$ cat src/hw/rtl/owtq_pkg.sv
`default_nettype none
// ----------------------------------------------------------------------------
// owtq_pkg
// Types and constants shared by the one-wire temperature reading qualifier.
// ----------------------------------------------------------------------------
package owtq_pkg;

    localparam int NUM_SENSORS_DEF = 16;

    // scratchpad shape
    localparam int PAD_W    = 64;
    localparam int CRC_W    = 8;
    localparam int RAW_W    = 16;
    localparam int DIGIT_W  = 4;
    localparam int DIGITS   = PAD_W / DIGIT_W;
    localparam int DCOUNT_W = $clog2(DIGITS);

    localparam logic [CRC_W-1:0] CRC_POLY = 8'h8C;

    // field widths
    localparam int SENSOR_W = 4;
    localparam int TEMP_W   = 20;
    localparam int LIMIT_W  = 8;
    localparam int THR_W    = 16;
    localparam int NUDGE_W  = 12;
    localparam int MASK_W   = 16;
    localparam int FC_W     = 8;

    // fixed point conversion: raw*9 + 2560 in 1/80 degree F
    localparam logic signed [TEMP_W-1:0] F80_OFFSET = 20'sd2560;

    // reset values
    localparam logic [LIMIT_W-1:0] FAIL_LIMIT_RST = 8'd10;
    localparam logic [THR_W-1:0]   JUMP_THR_RST   = 16'd400;
    localparam logic [NUDGE_W-1:0] JUMP_NUDGE_RST = 12'd40;
    localparam logic [MASK_W-1:0]  PRESENT_RST    = 16'hFFFF;
    localparam logic [FC_W-1:0]    FAIL_COUNT_RST = 8'd10;
    localparam logic [FC_W-1:0]    FAIL_COUNT_MAX = 8'd255;

    // configuration port
    localparam int PADDR_W = 4;
    localparam int PDATA_W = 32;

    typedef enum logic [1:0] {
        REG_FAIL_LIMIT = 2'd0,
        REG_JUMP_THR   = 2'd1,
        REG_JUMP_NUDGE = 2'd2,
        REG_PRESENT    = 2'd3
    } reg_idx_t;

    localparam logic KIND_READING  = 1'b0;
    localparam logic KIND_BUS_FAIL = 1'b1;

    typedef struct packed {
        logic                kind;
        logic [SENSOR_W-1:0] sensor;
        logic [PAD_W-1:0]    pad_bytes;
        logic [CRC_W-1:0]    pad_crc;
    } item_t;

    typedef struct packed {
        logic [SENSOR_W-1:0]      out_sensor;
        logic signed [TEMP_W-1:0] temp_f80;
        logic                     temp_known;
        logic                     crc_ok;
        logic                     all_known;
    } result_t;

    // status of the serial crc unit
    typedef struct packed {
        logic busy;
        logic done;
        logic match;
    } crc_stat_t;

endpackage
`default_nettype wire

$ cat src/hw/rtl/owtq_crc8.sv
`default_nettype none
// ----------------------------------------------------------------------------
// owtq_crc8
// Digit-serial Dallas CRC-8 check: shifts the scratchpad out one nibble per
// cycle, LSB first, and compares the final CRC with the received byte.
// ----------------------------------------------------------------------------
module owtq_crc8 (
    input  wire logic                        clk,
    input  wire logic                        rst_n,
    input  wire logic                        start,
    input  wire logic [owtq_pkg::PAD_W-1:0]  data,
    input  wire logic [owtq_pkg::CRC_W-1:0]  crc_rx,
    output owtq_pkg::crc_stat_t              stat
);

    logic [owtq_pkg::PAD_W-1:0]    shift_reg;
    logic [owtq_pkg::CRC_W-1:0]    crc_reg;
    logic [owtq_pkg::CRC_W-1:0]    crc_next;
    logic [owtq_pkg::CRC_W-1:0]    exp_reg;
    logic [owtq_pkg::DCOUNT_W-1:0] cnt_reg;
    logic                          busy_reg;
    logic                          done_reg;
    logic                          match_reg;

    // one nibble of the reflected crc, four dependent bit steps
    always_comb
    begin
        logic [owtq_pkg::CRC_W-1:0] c;
        logic                       mix;
        c = crc_reg;
        for (int k = 0; k < owtq_pkg::DIGIT_W; k++)
        begin
            mix = c[0] ^ shift_reg[k];
            c   = c >> 1;
            if (mix)
            begin
                c = c ^ owtq_pkg::CRC_POLY;
            end
        end
        crc_next = c;
    end

    always_ff @(posedge clk or negedge rst_n)
    begin
        if (!rst_n)
        begin
            busy_reg  <= 1'b0;
            done_reg  <= 1'b0;
            match_reg <= 1'b0;
            cnt_reg   <= '0;
        end
        else
        begin
            done_reg <= 1'b0;
            if (start)
            begin
                busy_reg <= 1'b1;
                cnt_reg  <= '0;
            end
            else if (busy_reg)
            begin
                cnt_reg <= cnt_reg + 1'b1;
                if (cnt_reg == owtq_pkg::DCOUNT_W'(owtq_pkg::DIGITS - 1))
                begin
                    busy_reg  <= 1'b0;
                    done_reg  <= 1'b1;
                    match_reg <= (crc_next == exp_reg);
                end
            end
        end
    end

    always_ff @(posedge clk)
    begin
        if (start)
        begin
            shift_reg <= data;
            crc_reg   <= '0;
            exp_reg   <= crc_rx;
        end
        else if (busy_reg)
        begin
            shift_reg <= shift_reg >> owtq_pkg::DIGIT_W;
            crc_reg   <= crc_next;
        end
    end

    assign stat.busy  = busy_reg;
    assign stat.done  = done_reg;
    assign stat.match = match_reg;

endmodule
`default_nettype wire

$ cat src/hw/rtl/onewire_temp_reading_qualifier.sv
`default_nettype none
// ----------------------------------------------------------------------------
// onewire_temp_reading_qualifier
// Checks one-wire scratchpad readings, converts good ones to 1/80 degree F
// and tracks per-sensor known state and fail counts.
// ----------------------------------------------------------------------------
// One word in, one word out, one at a time. For a scratchpad reading the CRC
// unit shifts the 64 scratchpad bits through one nibble per cycle, followed
// by the conversion, jump check, store and result read. A reading for an
// absent sensor skips straight to the result read. A bus-failure word walks
// the fail count memory one sensor at a time (read, then write back). A new
// word is taken as soon as the previous result sits in the output register,
// even while that result is still stalled.
module onewire_temp_reading_qualifier #(
    parameter int NUM_SENSORS = owtq_pkg::NUM_SENSORS_DEF
) (
    input  wire logic                          clk,
    input  wire logic                          rst_n,
    input  wire logic                          psel,
    input  wire logic                          penable,
    input  wire logic                          pwrite,
    input  wire logic [owtq_pkg::PADDR_W-1:0]  paddr,
    input  wire logic [owtq_pkg::PDATA_W-1:0]  pwdata,
    output logic      [owtq_pkg::PDATA_W-1:0]  prdata,
    output logic                               pready,
    input  wire logic                          item_valid,
    output logic                               item_stall,
    input  wire owtq_pkg::item_t               item,
    output logic                               result_valid,
    input  wire logic                          result_stall,
    output owtq_pkg::result_t                  result
);

    localparam int IW = (NUM_SENSORS > 1) ? $clog2(NUM_SENSORS) : 1;
    localparam int TW = owtq_pkg::TEMP_W;

    typedef enum logic [9:0] {
        S_IDLE = 10'b00_0000_0001,
        S_CRC  = 10'b00_0000_0010,
        S_BAD  = 10'b00_0000_0100,
        S_CONV = 10'b00_0000_1000,
        S_DIFF = 10'b00_0001_0000,
        S_JUMP = 10'b00_0010_0000,
        S_FRD  = 10'b00_0100_0000,
        S_FWR  = 10'b00_1000_0000,
        S_SHOW = 10'b01_0000_0000,
        S_RES  = 10'b10_0000_0000
    } state_t;

    // configuration
    logic [owtq_pkg::LIMIT_W-1:0] fail_limit_reg;
    logic [owtq_pkg::THR_W-1:0]   jump_thr_reg;
    logic [owtq_pkg::NUDGE_W-1:0] jump_nudge_reg;
    logic [owtq_pkg::MASK_W-1:0]  present_reg;
    logic                         cfg_we;
    owtq_pkg::reg_idx_t           cfg_idx;

    // control
    state_t                        state_reg, state_next;
    logic [IW-1:0]                 sidx_reg, sidx_next;
    logic [owtq_pkg::SENSOR_W-1:0] show_reg, show_next;
    logic                          show_in_reg, show_in_next;
    logic                          crc_ok_reg, crc_ok_next;
    logic [NUM_SENSORS-1:0]        known_reg, known_next;
    logic [NUM_SENSORS-1:0]        temp_vld_reg, temp_vld_next;
    logic [NUM_SENSORS-1:0]        fc_vld_reg, fc_vld_next;
    logic                          result_valid_reg, result_valid_next;

    // datapath
    logic [owtq_pkg::RAW_W-1:0]    raw_reg, raw_next;
    logic signed [TW-1:0]          val_reg, val_next;
    logic signed [TW:0]            diff_reg, diff_next;
    owtq_pkg::result_t             result_reg, result_next;

    // memories
    logic [TW-1:0]                 temp_mem [NUM_SENSORS];
    logic [owtq_pkg::FC_W-1:0]     fc_mem   [NUM_SENSORS];
    logic [TW-1:0]                 temp_rd_reg;
    logic [owtq_pkg::FC_W-1:0]     fc_rd_reg;
    logic                          temp_rdv_reg;
    logic                          fc_rdv_reg;
    logic [IW-1:0]                 rd_addr;
    logic [IW-1:0]                 wr_addr;
    logic                          temp_we;
    logic [TW-1:0]                 temp_wdata;
    logic                          fc_we;
    logic [owtq_pkg::FC_W-1:0]     fc_wdata;

    logic                          crc_start;
    owtq_pkg::crc_stat_t           crc_stat;

    logic                          accept;
    logic                          sensor_ok;
    logic signed [TW-1:0]          prev_temp;
    logic [owtq_pkg::FC_W-1:0]     fc_cur;
    logic [owtq_pkg::FC_W-1:0]     fc_inc;
    logic signed [TW+1:0]          diff_x;
    logic signed [TW+1:0]          thr_x;
    logic signed [TW-1:0]          nudge_x;
    logic signed [TW-1:0]          raw_x;

    owtq_crc8 u_crc (
        .clk    (clk),
        .rst_n  (rst_n),
        .start  (crc_start),
        .data   (item.pad_bytes),
        .crc_rx (item.pad_crc),
        .stat   (crc_stat)
    );

    // ------------------------------------------------------------------------
    // configuration port
    // ------------------------------------------------------------------------
    assign pready  = 1'b1;
    assign cfg_we  = psel && penable && pwrite;
    assign cfg_idx = owtq_pkg::reg_idx_t'(paddr[3:2]);

    always_comb
    begin
        case (cfg_idx)
            owtq_pkg::REG_FAIL_LIMIT: prdata = owtq_pkg::PDATA_W'(fail_limit_reg);
            owtq_pkg::REG_JUMP_THR:   prdata = owtq_pkg::PDATA_W'(jump_thr_reg);
            owtq_pkg::REG_JUMP_NUDGE: prdata = owtq_pkg::PDATA_W'(jump_nudge_reg);
            owtq_pkg::REG_PRESENT:    prdata = owtq_pkg::PDATA_W'(present_reg);
            default:                  prdata = '0;
        endcase
    end

    always_ff @(posedge clk or negedge rst_n)
    begin
        if (!rst_n)
        begin
            fail_limit_reg <= owtq_pkg::FAIL_LIMIT_RST;
            jump_thr_reg   <= owtq_pkg::JUMP_THR_RST;
            jump_nudge_reg <= owtq_pkg::JUMP_NUDGE_RST;
            present_reg    <= owtq_pkg::PRESENT_RST;
        end
        else if (cfg_we)
        begin
            case (cfg_idx)
                owtq_pkg::REG_FAIL_LIMIT: fail_limit_reg <= pwdata[owtq_pkg::LIMIT_W-1:0];
                owtq_pkg::REG_JUMP_THR:   jump_thr_reg   <= pwdata[owtq_pkg::THR_W-1:0];
                owtq_pkg::REG_JUMP_NUDGE: jump_nudge_reg <= pwdata[owtq_pkg::NUDGE_W-1:0];
                owtq_pkg::REG_PRESENT:    present_reg    <= pwdata[owtq_pkg::MASK_W-1:0];
                default:                  ;
            endcase
        end
    end

    // ------------------------------------------------------------------------
    // sensor memories, registered read; valid bits stand in for reset values
    // ------------------------------------------------------------------------
    always_ff @(posedge clk)
    begin
        if (temp_we)
        begin
            temp_mem[wr_addr] <= temp_wdata;
        end
        if (fc_we)
        begin
            fc_mem[wr_addr] <= fc_wdata;
        end
        temp_rd_reg  <= temp_mem[rd_addr];
        fc_rd_reg    <= fc_mem[rd_addr];
        temp_rdv_reg <= temp_vld_reg[rd_addr];
        fc_rdv_reg   <= fc_vld_reg[rd_addr];
    end

    assign prev_temp = temp_rdv_reg ? signed'(temp_rd_reg) : '0;
    assign fc_cur    = fc_rdv_reg ? fc_rd_reg : owtq_pkg::FAIL_COUNT_RST;
    assign fc_inc    = (fc_cur == owtq_pkg::FAIL_COUNT_MAX) ? fc_cur : fc_cur + 1'b1;

    assign accept    = item_valid && !item_stall;
    assign sensor_ok = (32'(item.sensor) < NUM_SENSORS) && present_reg[item.sensor];
    assign raw_x     = TW'(signed'(raw_reg));
    assign diff_x    = {diff_reg[TW], diff_reg};
    assign thr_x     = signed'({{(TW + 2 - owtq_pkg::THR_W){1'b0}}, jump_thr_reg});
    assign nudge_x   = signed'({{(TW - owtq_pkg::NUDGE_W){1'b0}}, jump_nudge_reg});

    assign item_stall   = (state_reg != S_IDLE);
    assign result_valid = result_valid_reg;
    assign result       = result_reg;

    // ------------------------------------------------------------------------
    // sequencer
    // ------------------------------------------------------------------------
    always_comb
    begin
        state_next        = state_reg;
        sidx_next         = sidx_reg;
        show_next         = show_reg;
        show_in_next      = show_in_reg;
        crc_ok_next       = crc_ok_reg;
        known_next        = known_reg;
        temp_vld_next     = temp_vld_reg;
        fc_vld_next       = fc_vld_reg;
        result_valid_next = result_valid_reg;
        raw_next          = raw_reg;
        val_next          = val_reg;
        diff_next         = diff_reg;
        result_next       = result_reg;
        crc_start         = 1'b0;
        rd_addr           = sidx_reg;
        wr_addr           = sidx_reg;
        temp_we           = 1'b0;
        temp_wdata        = val_reg;
        fc_we             = 1'b0;
        fc_wdata          = fc_inc;

        if (result_valid_reg && !result_stall)
        begin
            result_valid_next = 1'b0;
        end

        case (state_reg)
            S_IDLE:
            begin
                if (accept)
                begin
                    crc_ok_next = 1'b0;
                    raw_next    = item.pad_bytes[owtq_pkg::RAW_W-1:0];
                    if (item.kind == owtq_pkg::KIND_BUS_FAIL)
                    begin
                        show_next    = '0;
                        show_in_next = 1'b1;
                        sidx_next    = '0;
                        state_next   = S_FRD;
                    end
                    else
                    begin
                        show_next    = item.sensor;
                        show_in_next = (32'(item.sensor) < NUM_SENSORS);
                        sidx_next    = IW'(item.sensor);
                        if (sensor_ok)
                        begin
                            crc_start  = 1'b1;
                            state_next = S_CRC;
                        end
                        else
                        begin
                            state_next = S_SHOW;
                        end
                    end
                end
            end
            S_CRC:
            begin
                if (crc_stat.done)
                begin
                    state_next = crc_stat.match ? S_CONV : S_BAD;
                end
            end
            S_BAD:
            begin
                if (fc_cur >= fail_limit_reg)
                begin
                    known_next[sidx_reg] = 1'b0;
                end
                else
                begin
                    fc_we                 = 1'b1;
                    fc_vld_next[sidx_reg] = 1'b1;
                end
                state_next = S_SHOW;
            end
            S_CONV:
            begin
                // raw*9 as raw*8 + raw
                val_next   = (raw_x <<< 3) + raw_x + owtq_pkg::F80_OFFSET;
                state_next = S_DIFF;
            end
            S_DIFF:
            begin
                diff_next  = {val_reg[TW-1], val_reg} - {prev_temp[TW-1], prev_temp};
                state_next = S_JUMP;
            end
            S_JUMP:
            begin
                temp_wdata = val_reg;
                if (known_reg[sidx_reg] && (diff_x > thr_x))
                begin
                    temp_wdata = val_reg + nudge_x;
                end
                else if (known_reg[sidx_reg] && (diff_x < -thr_x))
                begin
                    temp_wdata = val_reg - nudge_x;
                end
                temp_we                 = 1'b1;
                fc_we                   = 1'b1;
                fc_wdata                = '0;
                temp_vld_next[sidx_reg] = 1'b1;
                fc_vld_next[sidx_reg]   = 1'b1;
                known_next[sidx_reg]    = 1'b1;
                crc_ok_next             = 1'b1;
                state_next              = S_SHOW;
            end
            S_FRD:
            begin
                state_next = S_FWR;
            end
            S_FWR:
            begin
                fc_we                 = 1'b1;
                fc_vld_next[sidx_reg] = 1'b1;
                if (fc_inc > fail_limit_reg)
                begin
                    known_next[sidx_reg] = 1'b0;
                end
                sidx_next = sidx_reg + 1'b1;
                if (sidx_reg == IW'(NUM_SENSORS - 1))
                begin
                    sidx_next  = '0;
                    state_next = S_SHOW;
                end
                else
                begin
                    state_next = S_FRD;
                end
            end
            S_SHOW:
            begin
                rd_addr    = IW'(show_reg);
                state_next = S_RES;
            end
            S_RES:
            begin
                rd_addr = IW'(show_reg);
                if (!result_valid_reg || !result_stall)
                begin
                    result_next.out_sensor = show_reg;
                    result_next.temp_f80   = show_in_reg ? prev_temp : '0;
                    result_next.temp_known = show_in_reg && known_reg[IW'(show_reg)];
                    result_next.crc_ok     = crc_ok_reg;
                    result_next.all_known  = &known_reg;
                    result_valid_next      = 1'b1;
                    state_next             = S_IDLE;
                end
            end
            default:
            begin
                state_next = S_IDLE;
            end
        endcase
    end

    always_ff @(posedge clk or negedge rst_n)
    begin
        if (!rst_n)
        begin
            state_reg        <= S_IDLE;
            sidx_reg         <= '0;
            show_reg         <= '0;
            show_in_reg      <= 1'b0;
            crc_ok_reg       <= 1'b0;
            known_reg        <= '0;
            temp_vld_reg     <= '0;
            fc_vld_reg       <= '0;
            result_valid_reg <= 1'b0;
        end
        else
        begin
            state_reg        <= state_next;
            sidx_reg         <= sidx_next;
            show_reg         <= show_next;
            show_in_reg      <= show_in_next;
            crc_ok_reg       <= crc_ok_next;
            known_reg        <= known_next;
            temp_vld_reg     <= temp_vld_next;
            fc_vld_reg       <= fc_vld_next;
            result_valid_reg <= result_valid_next;
        end
    end

    always_ff @(posedge clk)
    begin
        raw_reg    <= raw_next;
        val_reg    <= val_next;
        diff_reg   <= diff_next;
        result_reg <= result_next;
    end

endmodule
`default_nettype wire

$ cat config.mk
export PLATFORM = sky130hd
export DESIGN_NAME = onewire_temp_reading_qualifier
export DESIGN_NICKNAME = d
export VERILOG_FILES = /design/src/hw/rtl/owtq_pkg.sv /design/src/hw/rtl/owtq_crc8.sv /design/src/hw/rtl/onewire_temp_reading_qualifier.sv
export SDC_FILE = /design/constraint.sdc
export NUM_CORES = 1
export LEC_CHECK = 0
export BUFFER_PORTS_ARGS = -buffer_cell sky130_fd_sc_hd__buf_2
export CORE_MARGIN = 2
export CORE_UTILIZATION = 25
export CTS_CLUSTER_SIZE = 20
export DETAILED_ROUTE_END_ITERATION = 7
export HOLD_SLACK_MARGIN = 0.12
export PLACE_DENSITY = 0.49
export REMOVE_ABC_BUFFERS = 1
export SLEW_MARGIN = 10
export SYNTH_ARGS = -nofsm -noshare
export SYNTH_HDL_FRONTEND = slang
export SYNTH_HIERARCHICAL = 1
export SYNTH_SLANG_ARGS = --single-unit
$ cat constraint.sdc
create_clock -name clk -period 6.1 [get_ports clk]
set_input_delay 0.305 -clock clk [delete_from_list [all_inputs] [get_ports clk]]
set_output_delay 0.305 -clock clk [all_outputs]
set_load 0.01 [all_outputs]
; Word level (Yosys, flattened, before mapping)
; Memories as Yosys holds them, arrays and structs flattened. A register that Yosys moved wholly into a read port is not among the register bits.
; Cells that the tools add are included.
[totals]
latchBits = 0
register_bits = 294
inputBits = 120
rom_bits = 0
mem_bits_rw = 448
word_cells = 190
n_memories = 2
[mem_list]
columns = memory, words, width, rd, rd_clocked_by_memory_dff, write_ports, line
row1 = temp_mem, 16, 20, 1, 1, 1, onewire_temp_reading_qualifier.sv:76  ; logic [TW-1:0] temp_mem [NUM_SENSORS];
row2 = fc_mem, 16, 8, 1, 1, 1, onewire_temp_reading_qualifier.sv:77  ; logic [owtq_pkg::FC_W-1:0] fc_mem [NUM_SENSORS];
[classes]
shift = 0
reduce_logical = 34
n_addsub = 9
n_lt_le_gt_ge = 9
mul = 0
div_mod_pow = 0
n_bitwise = 14
n_eq_ne = 24
muxes = 68
[op_table]
columns = op, count
row1 = 64-bit 2-to-1 mux, 2
row2 = 32-bit case mux with 4 select lines, 1
row3 = 10-bit case mux with 9 select lines, 1
row4 = 20-bit 2-to-1 mux, 4
row5 = 8-bit 2-to-1 mux, 7
row6 = 16-bit 2-to-1 mux, 3
row7 = 16-bit bitwise OR, 3
row8 = 16-bit case mux with 3 select lines, 1
row9 = 16-bit case mux with 2 select lines, 1
row10 = 10-bit 2-to-1 mux, 3
row11 = 4-bit 2-to-1 mux, 7
row12 = 9-bit 2-to-1 mux, 3
row13 = 1-bit 2-to-1 mux, 26
row14 = 21-bit by 22-bit < comparator with 1-bit output, 1
row15 = 16-bit negator with 22-bit output, 1
row16 = 21-bit by 17-bit greater-than comparator with 1-bit output, 1
row17 = 20-bit by 20-bit subtractor with 21-bit output, 1
row18 = 19-bit by 16-bit adder with 20-bit output, 1
row19 = 20-bit by 13-bit adder with 20-bit output, 1
row20 = 20-bit by 13-bit adder with 20-bit output (second input constant), 1
row21 = 1-bit binary-select mux with 4-bit select, 5
row22 = 4-bit by 5-bit < comparator with 1-bit output (second input constant), 4
row23 = 20-bit by 13-bit subtractor with 20-bit output, 1
row24 = 2-bit AND reduction, 9
row25 = 40 further kinds, 70

; Logic depth before layout (Yosys ltp)
[logic_depth]
depth_word = 9
depth_mapped = 18
mapped_depth_nobuf = 16

; By module
; The synthesis kept the hierarchy.
[modules_own_cells]
columns = mod, seq_area_each_um2, area_each_um2, instances, cells_per_inst
row1 = onewire_temp_reading_qualifier, 19633.8, 32250.9, 1, 2448
row2 = owtq_crc8, 2497.4, 3772.4, 1, 231

; Least setup slack after synthesis
; No wires, ideal clock.
[synth_path]
path_type = register -> register
startpoint = register jump_thr_reg[2] (netlist bit)
endpoint = memory temp_mem[0][16] (netlist bit), data pin
n_path_buf = 1
stages_incl_launch_ff = 17
path_slack_ns = 0.876
synth_period_minus_slack_ns = 5.224
arrival_time_ns = 4.805
cell_sequence = dfrtp_1 -> nor4_1 -> nand2_1 -> nor4_1 -> nand2_1 -> nor4_1 -> xnor2_1 -> ha_1 -> nand3_1 -> nor4_1 -> a211oi_1 -> o31a_1 -> a211oi_1 -> or2_1 -> buf_6 -> nand2_1 -> o311ai_0
[synth_between]
elab_chain_cells = 6
elab_cells_between_ends = 8
classes_between = 1 x add/sub / 2 x order compare / 3 x mux / 2 x reduce/logical
[synth_rtl]
columns = element, line
row1 = "start, declared", onewire_temp_reading_qualifier.sv:52  ; logic [owtq_pkg::THR_W-1:0] jump_thr_reg;
row2 = "start signal, assigned", onewire_temp_reading_qualifier.sv:134  ; jump_thr_reg <= owtq_pkg::JUMP_THR_RST;
row3 = "start signal, assigned", onewire_temp_reading_qualifier.sv:142  ; owtq_pkg::REG_JUMP_THR: jump_thr_reg <= pwdata[owtq_pkg::THR_W-1:0];
row4 = 16-bit negator with 22-bit output, onewire_temp_reading_qualifier.sv:284  ; else if (known_reg[sidx_reg] && (diff_x < -thr_x))
row5 = 21-bit by 22-bit < comparator with 1-bit output, onewire_temp_reading_qualifier.sv:284
row6 = 1-bit logical AND, onewire_temp_reading_qualifier.sv:284
row7 = 20-bit 2-to-1 mux, onewire_temp_reading_qualifier.sv:284
row8 = 20-bit 2-to-1 mux (*), onewire_temp_reading_qualifier.sv:280  ; if (known_reg[sidx_reg] && (diff_x > thr_x))
row9 = 20-bit 2-to-1 mux (*), onewire_temp_reading_qualifier.sv:215  ; case (state_reg)
row10 = named net temp_wdata[16], onewire_temp_reading_qualifier.sv:85  ; logic [TW-1:0] temp_wdata;
row11 = "end, declared", onewire_temp_reading_qualifier.sv:76
; The timed path passes the listed nets; every way through them passes the cells marked *.

; Worst setup path after layout
[layout_path]
startpoint = register jump_thr_reg[2] (netlist bit)
endpoint = memory temp_mem[5][13] (netlist bit), data pin
; The elaborated chain is that of the path after synthesis.

==> flow_metrics.py <==
metrics = {
    "placed_design": {
        "post-place-cells": 4649,
        "numPortBuffers": 146,
        "hpwl_um": 64600,
        "place_congestion": 0.853,
        "place_ws_ns": 0.826,
    },
    "power": {
        "p_leak_nw": 16.2,
        "comb_power_share_pct": 28.9,
        "swShare_pct": 32.5,
        "clock_power_share_pct": 30.0,
        "p_int_w": 0.0116,
        "netSwitchingPower_w": 0.00560,
        "power_density_nw_per_um2": 402,
        "ir_drop_mv": 0.315,
        "p_seq_share_pct": 41.1,
    },
    "routing": {
        "dr_wl_met2_um": 44400,
        "drt_wl_total_um": 98600,
        "wl_per_cell_um": 20.1,
        "top_layer": "met4",
        "wl_met3_um": 4930,
        "via_per_inst": 4.55,
        "first_iter_violations": 1488,
        "dr_total_vias": 22296,
        "ant_nets": 0,
        "m1WireLength_um": 47400,
        "drc_errors": 0,
        "dr.pass1.iters": 7,
    },
    "clock_network": {
        "cts_tree": "built",
        "cts_htree_levels": 3,
        "clk_latency_ns": 0.68,
        "cts.reportedPaths.clkPinSlew_ns": 0.06,
        "cts.sinks": 770,
        "cts_root_buffer": "clkbuf_16",
        "cts_buffer_depth": 3,
        "cts_buffers": 84,
    },
    "grt": {
        "grt_pass1_wl_um": 145000,
        "grt_overflow": 0,
        "grt_pass1_vias": 21940,
        "grt_antenna_before_repair": 4,
        "track_usage_pct": 13.2,
        "grt_max_degree": 177,
    },
    "layout": {
        "diodes": 0,
        "nNetsFinal": 3186,
        "drive_gt1_share_pct": 21.7,
        "syn2layout_area_growth_pct": 19.0,
        "largest_register_ffs": 320,
        "stdcell_count": 4901,
    },
    "worst_setup_path": {
        "crit_path_end_kind": "flip-flop",
        "worstSetupStartpointType": "flip-flop",
        "cp.arrival_ns": 5.37,
        "crit_chain": "nor4_1 -> buf_4 -> nand2_1 -> nor4_1 -> buf_4 -> nand2_1 -> nor4_1 -> xnor2_1 -> ha_1 -> nand3_1 -> nor4_1 -> a211oi_1 -> o31a_1 -> a211oi_1 -> buf_4 -> o211ai_1 -> a21oi_1 -> nand4_1",
        "crit_path_max_fanout": 16,
        "cp_slowest_stage_delay_ns": 0.63,
        "crit_path_frequent_cell": "nor4_1",
        "cp_slowest_cell": "nand4_1",
        "worstPathRequired_ns": 6.24,
        "criticalPathCategory": "flip-flop to flip-flop",
        "crit_family": "simple AND/OR/NAND/NOR gates",
        "cp_num_buf_inv": 3,
    },
    "timing": {
        "hold_viol": 0,
        "finalCritPeriodShare_pct": 85.8,
        "rsz0062_at_grt": "no",
        "maxSlewHeadroom_pct": 22.5,
        "finalCriticalPeriod_ns": 5.23,
        "max_freq_ghz": 0.191,
        "finClkSkew_ns": 0.0256,
        "finalMaxSlewViolations": 0,
        "tightest_slew_ns": 1.16,
        "setup_viol": 0,
        "worst_slack_ns": 0.868,
    },
    "logic_synthesis": {
        "yosys_warnings": 6,
        "syn_inst": 2678,
        "syn_area_per_cell_sq_um": 13.4,
        "synth_area_sq_um": 36000,
    },
    "floorplanning": {
        "dieArea_sq_um": 147000,
        "io_pins": 182,
        "core_area_sq_um": 143000,
        "std_cell_rows": 139,
        "start_util_pct": 25.1,
        "die_x_um": 384,
        "floorplan.die.height_um": 384,
    },
    "run_status": {
        "status": "finished clean",
    },
    "flow_run": {
        "maxCapViolations": 0,
    },
    "worst_hold_path": {
        "min_path_type": "input port to asynchronous set/reset pin",
    },
}
## power by group through the flow
stage                     logic [W]  registers, W  clock network (W)
final                       0.00499       0.00708            0.00517
after global routing        0.00553       0.00715            0.00551
after detailed placement    0.00499       0.00719                  0
after floorplan             0.00382       0.00690                  0
after global placement      0.00498       0.00719                  0
after CTS                   0.00507       0.00709            0.00531
## stage by stage
stage	utilization (%)	setup TNS (ns)	hold WS, ns	area [sq um]	total power (W)
2_1_floorplan	-	-360.99	0.00941	35400	0.0107
6_report	29.9	0	0.155	42900	0.0172
3_5_place_dp	27.3	0	0.329	39100	0.0122
3_3_place_gp	27.3	0	0.325	39100	0.0122
4_1_cts	29.9	0	0.126	42900	0.0175
5_1_grt	29.9	0	0.155	42900	0.0182
## path summary, 6_finish.rpt
check	startpoint	endpoint	slack (ns)	cells after the start
setup / recovery	jump_thr_reg[2]$_DFFE_PN0P_	temp_mem[5][13]$_DFFE_PP_	0.87	18
hold / removal	rst_n	u_crc/cnt_reg[2]$_DFFE_PN0P_	0.16	2
setup reg to reg	jump_thr_reg[2]$_DFFE_PN0P_	temp_mem[5][13]$_DFFE_PP_	0.87	18
hold reg to reg	crc_ok_reg$_DFFE_PN0P_	result[1]$_DFFE_PP_	0.47	0
max in group asynchronous	rst_n	temp_vld_reg[13]$_DFFE_PN0P_	4.45	3
min in group clk	item[74]	sidx_reg[2]$_DFFE_PN0P_	0.18	4
## what timing repair did
action	CTS	global route
buffers inserted	0	0
hold endpoints to repair	212	0
gates resized for setup	0	0
hold buffers	96	0
## cell type report
cell class | count | area (sq um)
fillers | 14488 | 100000
clock buffers | 108 | 2230
clock inverters | 48 | 557
repair buffers | 297 | 2160
inverters | 95 | 357
well taps | 1903 | 2380
flip-flops and latches | 770 | 22100
multi-input cells | 1680 | 13000
## layout by cell type (no fill, tap or decap), types with 10 or more instances in the layout
cell type and instances:
edfxtp_1 604, nand2_1 251, mux2_2 211, buf_2 145, ha_1 134, o211ai_1 132
mux2i_1 130, dfrtp_1 104, nor2_1 96, dlygate4sd3_1 96, inv_1 95, o21ai_0 86
clkbuf_16 86, a21oi_1 58, xnor2_1 57, nand4_1 51, buf_4 51, dfxtp_1 38
nand3_1 32, xor2_1 32, nor2b_1 30, and3_1 26, o21bai_1 24, dfstp_2 24
nor3_1 22, mux4_2 22, or2_2 22, clkbuf_1 22, and2_1 20, clkinv_2 18
conb_1 17, a21o_1 16, nand2b_1 15, nor4_1 14, or3_1 11, o31ai_1 10
o21a_1 10, a31oi_1 10
## metal layers
metal	vias up	track usage (%)
met5	-	0
met1	11163	18.7
met2	501	20.6
met3	104	2.69
met4	0	3.32
li1	10528	-
No activity file was read; power rests on OpenSTA's default activity.
